### config.mk
export PLATFORM = sky130hd
export DESIGN_NAME = ipu_queue
export DESIGN_NICKNAME = d
export VERILOG_FILES = /design/src/sv/ipu_pkg.sv /design/src/sv/ipu_queue.sv
export SDC_FILE = /design/constraint.sdc
export NUM_CORES = 1
export LEC_CHECK = 0
export ABC_AREA = 1
export BUFFER_PORTS_ARGS = -buffer_cell sky130_fd_sc_hd__buf_2
export CAP_MARGIN = 30
export CORE_AREA = 4 4 61 90
export CTS_BUF_LIST = sky130_fd_sc_hd__clkbuf_8
export CTS_CLUSTER_SIZE = 16
export DETAILED_ROUTE_END_ITERATION = 6
export DIE_AREA = 0 0 65 94
export PLACE_DENSITY = 0.84
export SLEW_MARGIN = 20
export SYNTH_ARGS = -nofsm -noshare
export SYNTH_HDL_FRONTEND = slang
export SYNTH_SLANG_ARGS = --single-unit
### constraint.sdc
create_clock -name clk -period 7 [get_ports clk]
set_input_delay 0.7 -clock clk [delete_from_list [all_inputs] [get_ports clk]]
set_output_delay 0.7 -clock clk [all_outputs]
set_load 0.01 [all_outputs]
### src/sv/ipu_pkg.sv
// Shared types and constants for the integer pixel upscaler.
// Holds the beat payload structs, register codes and the command format
// passed from the front end to the back end. No dependencies.
package ipu_pkg;

    localparam int PIXEL_W    = 24;
    localparam int SCALE_W    = 5;
    localparam int WIDTH_W    = 12;
    localparam int COL_W      = 11;
    localparam int REPLAY_W   = 4;
    localparam int PAD_W      = 2;
    localparam int CFG_IDX_W  = 1;
    localparam int CFG_DATA_W = 12;

    localparam logic [CFG_IDX_W-1:0] CFG_SCALE = 1'b0;
    localparam logic [CFG_IDX_W-1:0] CFG_WIDTH = 1'b1;

    localparam logic ACT_PUSH   = 1'b0;
    localparam logic ACT_REPLAY = 1'b1;

    typedef struct packed {
        logic               action;
        logic [PIXEL_W-1:0] pixel;
    } in_item_t;

    typedef struct packed {
        logic [PIXEL_W-1:0] out_pixel;
        logic               row_end;
        logic [PAD_W-1:0]   pad_bytes;
        logic               refused;
        logic               last;
    } out_item_t;

    typedef struct packed {
        logic [PIXEL_W-1:0] pixel;
        logic               row_end;
        logic [PAD_W-1:0]   pad_bytes;
        logic               refused;
        logic [SCALE_W-1:0] reps;
    } cmd_t;

endpackage

### src/sv/ipu_queue.sv
// Two-entry command queue between the front end and the back end.
// Depends on ipu_pkg for the command format.
module ipu_queue (
    input  logic          clk,
    input  logic          rst_n,
    input  logic          wr,
    input  ipu_pkg::cmd_t wr_cmd,
    output logic          q_full,
    input  logic          rd,
    output logic          q_empty,
    output ipu_pkg::cmd_t head
);

    logic          wr_ptr_reg;
    logic          rd_ptr_reg;
    logic [1:0]    count_reg;
    logic [1:0]    count_next;
    ipu_pkg::cmd_t slots_reg [2];
    logic          do_wr;
    logic          do_rd;

    assign q_full  = (count_reg == 2'd2);
    assign q_empty = (count_reg == 2'd0);
    assign head    = slots_reg[rd_ptr_reg];
    assign do_wr   = wr && !q_full;
    assign do_rd   = rd && !q_empty;

    always_comb
    begin
        count_next = count_reg;
        if (do_wr && !do_rd)
            count_next = count_reg + 2'd1;
        else if (do_rd && !do_wr)
            count_next = count_reg - 2'd1;
    end

    always_ff @(posedge clk or negedge rst_n)
    begin
        if (!rst_n)
        begin
            wr_ptr_reg <= 1'b0;
            rd_ptr_reg <= 1'b0;
            count_reg  <= 2'd0;
        end
        else
        begin
            if (do_wr)
                wr_ptr_reg <= !wr_ptr_reg;
            if (do_rd)
                rd_ptr_reg <= !rd_ptr_reg;
            count_reg <= count_next;
        end
    end

    always_ff @(posedge clk)
    begin
        if (do_wr)
            slots_reg[wr_ptr_reg] <= wr_cmd;
    end

endmodule

Yosys cells after proc, flatten, opt, wreduce, memory -nomap -nowiden:

Memory sizes are Yosys's and may differ from the RTL's.
Cells that the tools add are included.

* output and inout port bits: 35
* memory bits (writable): 66
* memories kept: 1
* input bits: 37
* register bits after elaboration: 4
* logic and storage cells: 23

* equal/unequal tests: 1
* reduce and logical (&&, ||, !) cells: 12
* multiplexer cells: 4
* add/sub/neg operators: 2

Memories
* slots_reg: words 2, width 33, rd ports 1, clocked after Yosys merged registers in 0, wr ports 1, line ipu_queue.sv:18 `ipu_pkg::cmd_t slots_reg [2];`

Operator list (count)
* 1-bit logical NOT: 6
* 1-bit logical AND: 4
* 2-bit two-way mux: 2
* 2-bit by 1-bit adder with 2-bit output (second input constant): 1
* 2-bit equality test (second input constant): 1
* 2-bit logical NOT: 1
* 1-bit two-way mux: 2
* 2-bit nonzero test: 1
* 2-bit by 1-bit subtractor with 2-bit output (second input constant): 1

Depth between registers and ports, before layout:

* word-level depth: 7
* depth in mapped cells: 9
* depth with buffers taken out: 9

Worst setup path before layout:

OpenSTA, ideal clock, no wires.

* path type: input port to flip-flop
* start: input port wr
* end: memory slots_reg[1][0] in the netlist's numbering, enable pin
* data required time: 6.577 ns
* slack: 4.375 ns
* path buffers: 0
* library setup time: 0.423 ns
* data arrival time: 2.202 ns
* cell stages on the path: 2
* path through: o21ai_0 nor2_1

* cells in the longest elaborated chain, start to end: 3

RTL lines
* start: declaration: line ipu_queue.sv:6 `input logic wr,`
* 1-bit logical AND: line ipu_queue.sv:25 `assign do_wr = wr && !q_full;`
* 1-bit two-way mux: line ipu_queue.sv:57 `if (do_wr)`
* 1-bit two-way mux (not written as such): line ipu_queue.sv:58 `slots_reg[wr_ptr_reg] <= wr_cmd;`
* end: declaration: line ipu_queue.sv:18

No other way between the ends.

==> metrics.md <==
| Metric | Value |
|---|---|
| Die Ht | 94 µm |
| Net count, final | 320 |
| Clock skew | about 3.7 ps |
| Post-layout util | 0.688 |
| ANT nets after route | 0 |
| RSZ-0062 raised after global routing | no |
| FMAX | ~0.37 GHz |
| Peak VDD IR | 0.281 mV |
| Final WL | 4710 µm |
| Share of cells above drive strength 1 | 0.328 |
| Area of the core | 4770 µm² |
| Number of global-route vias before repair | 1609 |
| Worst EP required | 6300 ps |
| Initial core utilization | 0.554 |
| Number of I/O port buffers | 71 |
| H-tree Lvls | 3 |
| CP arrival | 2040 ps |
| Most frequent cells in the layout | nand2_1, buf_2, edfxtp_1, clkbuf_8, inv_1 |
| Clock transition at path regs | around 70 ps |
| Via Count | 1641 |
| TritonCTS clock tree | done |
| Cell Rows | 31 |
| Fin cells | 353 |
| Tot GR Track Use | 0.159 |
| Via/cell ratio | 4.65 |
| First-pass iteration count of the detailed router | 5 |
| Minimum clock period | approximately 2700 ps |
| Yosys reg bits | 70 |
| Status | finished, final reports clean |
| Chip Width | 65 µm |
| Fillers | 353 |
| Slew Limit Fails | 0 |
| DRC violations left | 0 |
| Global route overflow | 0 |
| First-pass GRT wire length | 7130 µm |
| Die ar. | 6110 µm² |
| Worst setup EP type | output pin |
| Hold Vio Cnt, Final | 0 |
| Ant diodes | 0 |
| Final setup fails | 0 |
| PwrDens | 415 nW/µm² |
| Post-CTS Setup Bufs | 0 |
| Slew at the pin closest to its max-slew limit | 704 ps |
| Largest net degree at the start of global routing | 35 |
| Sequential area share after synthesis | 0.788 |
| Most common cell after layout, fill and taps aside | nand2_1 |
| Hold WC Path Type | input port to asynchronous set/reset pin |
| Placed insts | 336 |
| P_leak | 1.45 nW |
| Worst skew pair latency | ~330 ps |
| Clk root buf | clkbuf_8 |
| Post-CTS Resized | 0 |
| Area of the multi-input gates | 483 µm² |
| Synthesized cell area | 2640 µm² |
| Slew HR | 0.531 |
| Max FO, Critical Path | 34 |
| Synth Warn # | 0 |
| Initial antenna violation count | 0 |
| Clock sink count | 70 |
| FF-to-FF path depth | 3 |
| Post-CTS Hold Buffers | 0 |
| Max reg flops | 66 |
| Initial drt markers | 55 |
| Setup TNS | 0 ps |
| Synthesized area per cell | between 10 and 15 µm² |
| Setup crit start kind | register |
| Area Overhead vs Synth | 24.3% |
| CTS buffer count | 9 |
| Total Power | 1.36 mW |
| Syn Nets | approximately 240 |
| CP Class | register to output pin |
| Reg area | 2080 µm² |
| Clock buffer depth | 2 |
| Number of library cell types mapped by synthesis | 15 |
| DP Wirelength | 3220 µm |
| Period utilisation layout | 0.391 |
| Top Ports | just over 70 |
| Syn Inst Count | 204 |
| DP Area | 3060 µm² |
| Max-Cap Viols | 0 |
| WL per Instance | roughly 13 µm |
| Final non-filler cell area | ~3300 µm² |
| Gpl congestion | slightly below 0.8 |
[worst paths after layout]
| check | slack, ps | end | startpoint |
|---|---|---|---|
| worst max register to register | 5310 | slots_reg[1][32] | count_reg[0] |
| worst min register to register | 500 | wr_ptr_reg | wr_ptr_reg |
| max in group asynchronous | 6700 | wr_ptr_reg | rst_n |
| worst max-delay path | 4260 | head[15] | rd_ptr_reg |
| min in group clk | 500 | wr_ptr_reg | wr_ptr_reg |
| worst min-delay path | 170 | count_reg[0] | rst_n |
[cells in the mapped netlist (all sizes together)]
cell type  instances  area (µm²)
xnor2              1        8.76
nand2            108         405
nand4              1        6.26
edfxtp            66        1980
nor2               4        20.0
inv                8        30.0
buf                7        53.8
nand3              1        5.00
dfrtp              4         100
ha                 1        12.5
o21ai              2        10.0
nand3b             1        7.51
[where the power goes]
group / total, mW / leakage [nW] / switching, mW / internal [mW]
sequential: 0.620 / 0.662 / 0.0481 / 0.572
combinational: 0.434 / 0.694 / 0.274 / 0.159
clock: 0.308 / 0.0914 / 0.143 / 0.165
[cells by family after synthesis]
kind of cell / after synthesis / share of synthesized area
simple gates: 115 / 0.168
flops: 70 / 0.788
buf+inv: 15 / 0.0317
compound gates: 2 / 0.00379
xor+xnor: 1 / 0.00332
fa+ha+maj: 1 / 0.00474
[worst max-delay path, cell delays in order, from the launching register on]
cell,delay [ps]
dfrtp_1,650
buf_8,280
inv_2,430
nand2_1,120
nand2_1,100
buf_2,130
[layer usage]
layer	vias to the layer above	routed length [µm]	global-route usage
li1	838	-	-
met4	0	76	0.0688
met5	-	0	0
met3	6	288	0.0443
met1	755	1750	0.172
met2	42	2600	0.286
[per-stage QoR]
step | hold slack, ps | setup WS (ps)
global placement | 463 | 4320
finish | 172 | 4260
global route | 163 | 4060
CTS | 162 | 4210
detailed placement | 485 | 4570
floorplan | 404 | 4370
[area by class of cell]
class                           count  area share
Clock inverter                      7      0.0229
Inverter                            8     0.00915
Sequential cell                    70       0.634
Timing Repair Buffer               74       0.124
Multi-Input combinational cell    119       0.147
Tap cell                           66      0.0252
Clock buffer                        9      0.0377
Power figures use the tool's default switching activity.
