`config.mk`:
```
export PLATFORM = sky130hd
export DESIGN_NAME = ipu_back
export DESIGN_NICKNAME = d
export VERILOG_FILES = /design/src/sv/ipu_pkg.sv /design/src/sv/ipu_back.sv
export SDC_FILE = /design/constraint.sdc
export NUM_CORES = 1
export LEC_CHECK = 0
export ABC_AREA = 1
export BUFFER_PORTS_ARGS = -buffer_cell sky130_fd_sc_hd__buf_2
export CAP_MARGIN = 20
export CORE_MARGIN = 5
export CORE_UTILIZATION = 26
export CTS_BUF_LIST = sky130_fd_sc_hd__clkbuf_2 sky130_fd_sc_hd__clkbuf_4 sky130_fd_sc_hd__clkbuf_8
export CTS_CLUSTER_SIZE = 28
export DETAILED_ROUTE_END_ITERATION = 10
export PLACE_DENSITY_LB_ADDON = 0.25
export SLEW_MARGIN = 5
export SYNTH_ARGS = -nofsm -noshare
export SYNTH_HDL_FRONTEND = slang
export SYNTH_SLANG_ARGS = --single-unit
export TNS_END_PERCENT = 100
```
`constraint.sdc`:
```
create_clock -name clk -period 3.4 [get_ports clk]
set_input_delay 0 -clock clk [delete_from_list [all_inputs] [get_ports clk]]
set_output_delay 0 -clock clk [all_outputs]
set_load 0.03 [all_outputs]
```
`src/sv/ipu_pkg.sv`:
```
// Shared types and constants for the integer pixel upscaler.
// Holds the beat payload structs, register codes and the command format
// passed from the front end to the back end. No dependencies.
package ipu_pkg;

    localparam int PIXEL_W    = 24;
    localparam int SCALE_W    = 5;
    localparam int WIDTH_W    = 12;
    localparam int COL_W      = 11;
    localparam int REPLAY_W   = 4;
    localparam int PAD_W      = 2;
    localparam int CFG_IDX_W  = 1;
    localparam int CFG_DATA_W = 12;

    localparam logic [CFG_IDX_W-1:0] CFG_SCALE = 1'b0;
    localparam logic [CFG_IDX_W-1:0] CFG_WIDTH = 1'b1;

    localparam logic ACT_PUSH   = 1'b0;
    localparam logic ACT_REPLAY = 1'b1;

    typedef struct packed {
        logic               action;
        logic [PIXEL_W-1:0] pixel;
    } in_item_t;

    typedef struct packed {
        logic [PIXEL_W-1:0] out_pixel;
        logic               row_end;
        logic [PAD_W-1:0]   pad_bytes;
        logic               refused;
        logic               last;
    } out_item_t;

    typedef struct packed {
        logic [PIXEL_W-1:0] pixel;
        logic               row_end;
        logic [PAD_W-1:0]   pad_bytes;
        logic               refused;
        logic [SCALE_W-1:0] reps;
    } cmd_t;

endpackage

```
`src/sv/ipu_back.sv`:
```
// Back end of the upscaler: takes one command at a time from the queue
// and sends its pixel out as many times as the command asks, one per beat.
// Depends on ipu_pkg.
module ipu_back (
    input  logic               clk,
    input  logic               rst_n,
    input  logic               q_empty,
    input  ipu_pkg::cmd_t      head,
    output logic               q_pop,
    output logic               empty,
    input  logic               pop,
    output ipu_pkg::out_item_t result
);

    logic                        valid_reg;
    logic                        valid_next;
    ipu_pkg::cmd_t               cur_reg;
    logic [ipu_pkg::SCALE_W-1:0] sent_reg;
    logic [ipu_pkg::SCALE_W-1:0] sent_next;
    logic                        fin;
    logic                        taken;
    logic                        load;

    assign fin   = (sent_reg == cur_reg.reps - ipu_pkg::SCALE_W'(1));
    assign taken = pop && valid_reg;
    assign load  = !valid_reg || (taken && fin);
    assign q_pop = load && !q_empty;
    assign empty = !valid_reg;

    always_comb
    begin
        valid_next = valid_reg;
        sent_next  = sent_reg;
        if (load)
        begin
            valid_next = !q_empty;
            sent_next  = '0;
        end
        else if (taken)
        begin
            sent_next = sent_reg + ipu_pkg::SCALE_W'(1);
        end
    end

    always_comb
    begin
        result.out_pixel = cur_reg.pixel;
        result.row_end   = fin && cur_reg.row_end;
        result.pad_bytes = (fin && cur_reg.row_end) ? cur_reg.pad_bytes : '0;
        result.refused   = cur_reg.refused;
        result.last      = fin;
    end

    always_ff @(posedge clk or negedge rst_n)
    begin
        if (!rst_n)
        begin
            valid_reg <= 1'b0;
            sent_reg  <= '0;
        end
        else
        begin
            valid_reg <= valid_next;
            sent_reg  <= sent_next;
        end
    end

    always_ff @(posedge clk)
    begin
        if (q_pop)
            cur_reg <= head;
    end

endmodule

```
Word-level counts from Yosys, hierarchy flattened:

Index checks and enable logic that the tools add are counted.

* bits of input ports: 37
* register bits: 39

* add/sub/neg operators: 2
* multiplexer cells: 3
* eq/ne operators: 1
* reduce and logical (&&, ||, !) cells: 8

Operators with widths (number)
* two-way mux 5 bit: 2
* adder 5 x 1 -> 5 bit (second input constant): 1
* equality test 5 bit: 1
* subtractor 5 x 1 -> 5 bit (second input constant): 1
* logical AND 1 bit: 4
* logical NOT 1 bit: 2
* two-way mux 2 bit: 1
* nonzero test 2 bit: 1
* logical OR 1 bit: 1

Longest topological paths before layout:

Gate-level depths: netlist of run 1.

* depth in word-level cells: 5
* mapped depth: 12
* gate-level depth less buffers: 12

Worst setup path before layout of run 1:

Ideal clock, no wire load.

* path kind: register to register
* from: register cur_reg[0] (netlist name)
* to: register cur_reg[0] (netlist name) (enable)
* data arrival time: 3.194 ns
* path slack: -0.249 ns
* clock period less this slack: 3.649 ns
* stages on the path, launching flop included: 10
* data required time: 2.945 ns
* cell sequence: edfxtp_1 -> inv_1 -> ha_1 -> nand2_1 -> nand2_1 -> nor2_1 -> nand2_1 -> nor2_2 -> nand3b_1 -> a21oi_1

* longest elaborated chain between the ends: 5

RTL lines
* start, declared: line ipu_back.sv:17 `ipu_pkg::cmd_t cur_reg;`
* start signal, assigned: line ipu_back.sv:71 `cur_reg <= head;`
* subtractor 5 x 1 -> 5 bit: line ipu_back.sv:24 `assign fin = (sent_reg == cur_reg.reps - ipu_pkg::SCALE_W'(1));`
* equality test 5 bit: line ipu_back.sv:24
* logical AND 1 bit: line ipu_back.sv:26 `assign load = !valid_reg || (taken && fin);`
* logical OR 1 bit: line ipu_back.sv:26
* logical AND 1 bit: line ipu_back.sv:27 `assign q_pop = load && !q_empty;`
* net q_pop: line ipu_back.sv:9 `output logic q_pop,`

The timed path passes the listed nets, and every way through them passes these cells.
A chain may end at the register's enable or synchronous reset.

Final worst setup path of run 1:

* from: register cur_reg[0] (netlist name)
* to: output port q_pop

* longest elaborated chain between the ends: 5

RTL lines (line)
* subtractor 5 x 1 -> 5 bit: ipu_back.sv:24
* equality test 5 bit: ipu_back.sv:24
* logical AND 1 bit: ipu_back.sv:26
* logical OR 1 bit: ipu_back.sv:26
* logical AND 1 bit: ipu_back.sv:27
* end, declared: ipu_back.sv:9

No other way between the ends.

==> results.tsv, run 1 <==
metric	value	unit
yosys_warnings	0	
synth_most_common_cell	edfxtp_1	
hold_class	primary input to asynchronous set/reset pin	
fp.dieW	90.6	µm
drive_gt1_frac	0.358	
hpwl	2.55	mm
vias	1196	
p_comb_frac	0.205	
route.detailed.drc	0	
design_area	2410	µm²
synth_top_area_frac	0.587	
synth_common_cells	edfxtp_1 (33), nand2_1 (32), buf_4 (26)	
synth-seq-cells	39	
grt_usage	0.0874	
antenna_found_initial	0	
syn_area	1690	µm²
place.gp.congestion	0.726	
cp.depth	10	
maxCapViolCount	0	
cts.path.max_buffers	2	
synth_area_leaders	edfxtp_1 (59%), buf_4 (12%), dfrtp_1 (8.9%), nand2_1 (7.1%), inv_1 (3.3%)	
fin_skew	8.74	ps
cp_top_family	simple AND/OR/NAND/NOR gates	
crit_slowest_cell	a21oi_4	
seq_power_share	0.526	
hold_violations	0	
synth_top_cell_by_area	edfxtp_1	
slowest_delay	530	ps
synth-edff-count	33	
htreeDepth	2	
p_sw	345	µW
diodes	0	
drv_slew	0	
seq_area_frac_synth	0.676	
worstSkewPairLatency	290	ps
ant_nets	0	
cellLeakagePower	0.00110	µW
dpl-instance-area	1960	µm²
first_global_vias	1248	
syn-num-nets	182	
clkSlewWorstSetupHoldPaths	80	ps
fin_crit_sh	0.705	
dieHeight	90.6	µm
period_minus_slack	2400	ps
synth_cell_type_count	15	
hold_buffers	36	
switching_share	0.297	
fin_nets	267	
grt_first_pass_wirelength	5.75	mm
drt-total-wl	3.55	mm
irDropWorstVdd	0.000229	V
status	complete, no violations	
cp_common_cell	nand2_1	
tightest_slew	596	ps
overflow	0	
async_flop_share	0.154	
cts_resized	0	
worst-setup-path-type	register to primary output	
clkPwrFrac	0.269	
grt_max_degree	19	
layout_setup_ws	1000	ps
ios	68	
tns	0	ps
cts.root.buffer_cell	clkbuf_8	
viasPerCell	3.91	
setup_viol	0	
row_count	29	
cp.required	3400	ps
coreArea	6350	µm²
tritoncts	built	
dp_slack	1030	ps
largest_reg_flops	25	
cp.arrival	2400	ps
relSlewSlack	0.602	
first_iter_violations	34	
start_util	0.266	
syn_avg_cell_area	11.8	µm²
wl_per_cell	11.6	µm
path_cells	inv_1 -> ha_1 -> nand2_1 -> nand2_1 -> nor2_1 -> nand2_1 -> nor2_2 -> nand3b_1 -> a21oi_4 -> buf_2	
area_delta_synth_final	42.4	%
cts_setup_buffers	0	
grt_setup_unrepaired	false	
first_pass_iters	4	
fmax	0.417	GHz
reg2reg_depth	10	
end_kind	primary output	
portBuffers	67	
startpoint_type	register	
power.density	482	nW/µm²
internal_power	816	µW
clkSinkCount	39	
synth_ff_type	edfxtp_1	
synthCells	143	
die_area	8210	µm²
cp_max_fo	17	
crit_buf_inv	2	
numCtsBuffers	5	
==> cells in the final DEF (no fill, tap or decap) <==
cell,count
nand3_1,2
xor2_1,3
nor2_2,2
clkinv_1,1
dfrtp_1,6
clkinvlp_4,1
clkinv_4,1
buf_2,67
nand3b_1,1
ha_1,2
inv_2,2
clkbuf_8,5
nand4_1,4
a21oi_4,1
nand2_2,2
edfxtp_1,33
buf_12,1
nor2_1,12
inv_1,15
dlygate4sd3_1,36
nand2_1,32
==> worst reg2reg max path: stages (launching register included) <==
cell	delay (ps)
edfxtp_1	390
inv_1	100
ha_1	250
nand2_1	70
nand2_1	50
nor2_1	80
nand2_1	70
nor2_2	110
nand3b_1	150
a21oi_4	530
buf_12	250
==> cells by family (layout without fill, tap and decap cells) <==
logic type / after synthesis / count (layout) / synth area share
flip-flops: 39 / 39 / 0.676
adder cells (fa/ha/maj): 2 / 2 / 0.0148
AND/OR/NAND/NOR: 55 / 55 / 0.138
buffers and inverters: 43 / 129 / 0.153
AO/OA/AOI/OAI: 1 / 1 / 0.00296
XOR/XNOR: 3 / 3 / 0.0156
==> power by group through the flow <==
stage	Sequential, µW	Combinational (µW)	Clock [µW]
finish	611	238	312
global route	617	270	341
global placement	621	209	0
detailed placement	623	209	0
floorplan	608	163	0
CTS	612	241	323
==> path summary, 6_finish.rpt <==
path	startpoint	slack (ps)	endpoint
hold / removal	rst_n	50	valid_reg$_DFFE_PN0P_
setup / recovery	cur_reg[0]$_DFFE_PP_	1000	q_pop
max in group asynchronous	rst_n	3210	sent_reg[4]$_DFFE_PN0P_
min in group clk	head[18]	420	result[14]$_DFFE_PP_
setup reg to reg	cur_reg[0]$_DFFE_PP_	1070	result[19]$_DFFE_PP_
hold reg to reg	sent_reg[1]$_DFFE_PN0P_	610	sent_reg[1]$_DFFE_PN0P_
==> cell type report <==
type	instances	area (µm²)
Clock buffer	5	68.8
Fill cell	612	3940
Sequential cell	39	1140
Tap cell	77	96.3
Multi-Input combinational cell	61	300
Inverter	17	63.8
Timing Repair Buffer	104	716
Clock inverter	3	20.0
==> per-layer routing <==
metal / track usage / vias up / wire length (µm)
li1: - / 603 / -
met1: 0.104 / 539 / 1550
met2: 0.140 / 49 / 1640
met4: 0.0261 / 0 / 29
met3: 0.0400 / 5 / 325
met5: 0 / - / 0
==> metrics by stage <==
step	power (µW)	hold slack [ps]	utilization	instances
4_1_cts	1180	47.7	0.379	306
2_1_floorplan	772	-296	-	143
3_5_place_dp	832	-171	0.308	262
3_3_place_gp	831	-169	0.308	262
5_1_grt	1230	66.5	0.379	306
6_report	1160	48.2	0.379	306
Power figures use the tool's default switching activity.
==> run 2, diff against run 1 <==
==> constraint.sdc (replaced) <==
create_clock -name clk -period 2.5 [get_ports clk]
set_input_delay 0 -clock clk [delete_from_list [all_inputs] [get_ports clk]]
set_output_delay 0 -clock clk [all_outputs]
set_load 0.03 [all_outputs]
==> run 2 against run 1 <==
Compared with the run above:
- final cell count stayed put
- worst hold slack better by 13 ps
- sequential cell count stayed put
- core utilization is 0.35 points higher
- non-clock buffer count stayed put
- combinational power is 37% higher
- critical path type unchanged
==> results.tsv, run 2 (synthesis results as in run 1) <==
metric	value	unit	change
viasPerCell	3.94		was 3.91
cts.root.buffer_cell	clkbuf_8		unchanged
fin_nets	267		unchanged
cp.required	2500	ps	was 3400 ps
coreArea	6350	µm²	unchanged
r2r_end	result[24]$_DFFE_PP_		was result[19]$_DFFE_PP_
tritoncts	built		unchanged
diodes	0		unchanged
power	1690	µW	was 1160 µW
vias	1207		was 1,196
antenna_found_initial	0		unchanged
fin_skew	5.01	ps	was 8.74 ps
clkSlewWorstSetupHoldPaths	80	ps	about the same
worstSkewPairLatency	290	ps	about the same
final_common_cell	buf_2		unchanged
power.density	694	nW/µm²	was 482 nW/µm²
die_area	8210	µm²	unchanged
drive_gt1_frac	0.358		unchanged
cp.arrival	2180	ps	was 2400 ps
setup_viol	0		unchanged
cp_max_fo	34		was 17
reg2reg_depth	10		unchanged
relSlewSlack	0.827		was 0.602
cts.path.max_buffers	2		unchanged
grt_usage	0.0924		was 0.0874
irDropWorstVdd	0.000335	V	was 0.000229 V
place.gp.congestion	0.731		was 0.726
fillerInstances	602		was 612
row_count	29		unchanged
layout_common_cells	buf_2 (67), dlygate4sd3_1 (36), edfxtp_1 (33)		unchanged
htreeDepth	2		unchanged
grt_setup_unrepaired	false		unchanged
drv_slew	0		unchanged
period_minus_slack	2180	ps	
tns	0	ps	unchanged
fmax	0.459	GHz	
cellLeakagePower	0.00111	µW	was 0.00110 µW
cts_setup_buffers	0		unchanged
drt-total-wl	3.55	mm	about the same
hpwl	2.38	mm	was 2.55 mm
start_util	0.266		unchanged
ant_nets	0		unchanged
clkSinkCount	39		unchanged
worst-setup-path-type	register to primary output		unchanged
fp.dieW	90.6	µm	unchanged
ios	68		unchanged
area_delta_synth_final	43.8	%	was 42.4%
hold_violations	0		unchanged
largest_reg_flops	25		unchanged
status	complete, no violations		unchanged
first_global_vias	1324		was 1,248
route.detailed.drc	0		unchanged
end_kind	primary output		unchanged
numCtsBuffers	5		unchanged
cts_resized	0		unchanged
r2r_slack	540	ps	was 1070 ps
wl_per_cell	11.6	µm	about the same
dieHeight	90.6	µm	unchanged
grt_max_degree	35		was 19
rr_startpoint	cur_reg[0]$_DFFE_PP_		unchanged
first_pass_iters	4		unchanged
hold_class	primary input to asynchronous set/reset pin		unchanged
fin_crit_sh	0.872		
overflow	0		unchanged
tightest_slew	259	ps	was 596 ps
portBuffers	67		unchanged
first_iter_violations	23		was 34
startpoint_type	register		unchanged
grt_first_pass_wirelength	6.07	mm	was 5.75 mm
maxCapViolCount	0		unchanged
-- run 2: final cells by class --
type                       instances  area (µm²)  share of cell area
sequential                        39        1140               0.470
timing repair buffer             104         716               0.295
multi-input combinational         61         300               0.124
tap                               77        96.3              0.0397
clock buffer                       5        68.8              0.0283
inverter                          17        63.8              0.0263
clock inverter                     3        42.5              0.0175
-- run 2: worst max path at each step --
| stage | startpoint | endpoint | cells after the start |
|---|---|---|---|
| 2_1_floorplan | cur_reg[0]$_DFFE_PP_ | cur_reg[0]$_DFFE_PP_ | 9 |
| 3_3_place_gp | cur_reg[0]$_DFFE_PP_ | result[10]$_DFFE_PP_ | 10 |
| 3_5_place_dp | cur_reg[0]$_DFFE_PP_ | result[17]$_DFFE_PP_ | 10 |
| 4_1_cts | cur_reg[0]$_DFFE_PP_ | q_pop | 11 |
| 5_1_grt | cur_reg[0]$_DFFE_PP_ | q_pop | 12 |
| 6_report | cur_reg[0]$_DFFE_PP_ | q_pop | 11 |
-- run 2: routing by layer --
layer  global-route usage  vias to the layer above  share of wire
met2                0.137                       52           0.43
met1                0.116                      546           0.45
met4               0.0335                        0          0.012
met5                    0                        -              0
met3               0.0442                        4           0.10
li1                     -                      605              -
-- run 2: where the power goes --
| group | leakage [µW] | switching (µW) | internal (µW) |
|---|---|---|---|
| sequential | 0.000370 | 58.3 | 771 |
| clock | 0.0000562 | 234 | 298 |
| combinational | 0.000685 | 181 | 144 |
| total | 0.00111 | 473 | 1210 |
-- run 2: worst max-delay path: stages, from the launching register on --
cell	delay, ps
edfxtp_1	380
inv_1	100
ha_1	250
nand2_1	70
nand2_1	50
nor2_1	70
nand2_1	60
nor2_2	110
nand3b_1	150
a21oi_4	170
buf_12	220
buf_2	240
-- run 2: stage by stage --
| step | hold WS (ps) | utilization | instances | area (µm²) | worst slack (ps) |
|---|---|---|---|---|---|
| after CTS | 48.9 | 0.382 | 306 | 2430 | 289 |
| after global placement | -166 | 0.308 | 262 | 1960 | 576 |
| final | 61.1 | 0.382 | 306 | 2430 | 319 |
| after floorplan | -296 | - | 143 | 1700 | 153 |
| after detailed placement | -166 | 0.308 | 262 | 1960 | 545 |
| after global routing | 85.5 | 0.382 | 306 | 2430 | 67.1 |
-- run 2: timing repair --
| item | CTS | global route |
|---|---|---|
| hold buffers | 36 | 0 |
| endpoints found under the setup margin | 0 | 0 |
| endpoints found under the hold margin | 42 | 0 |
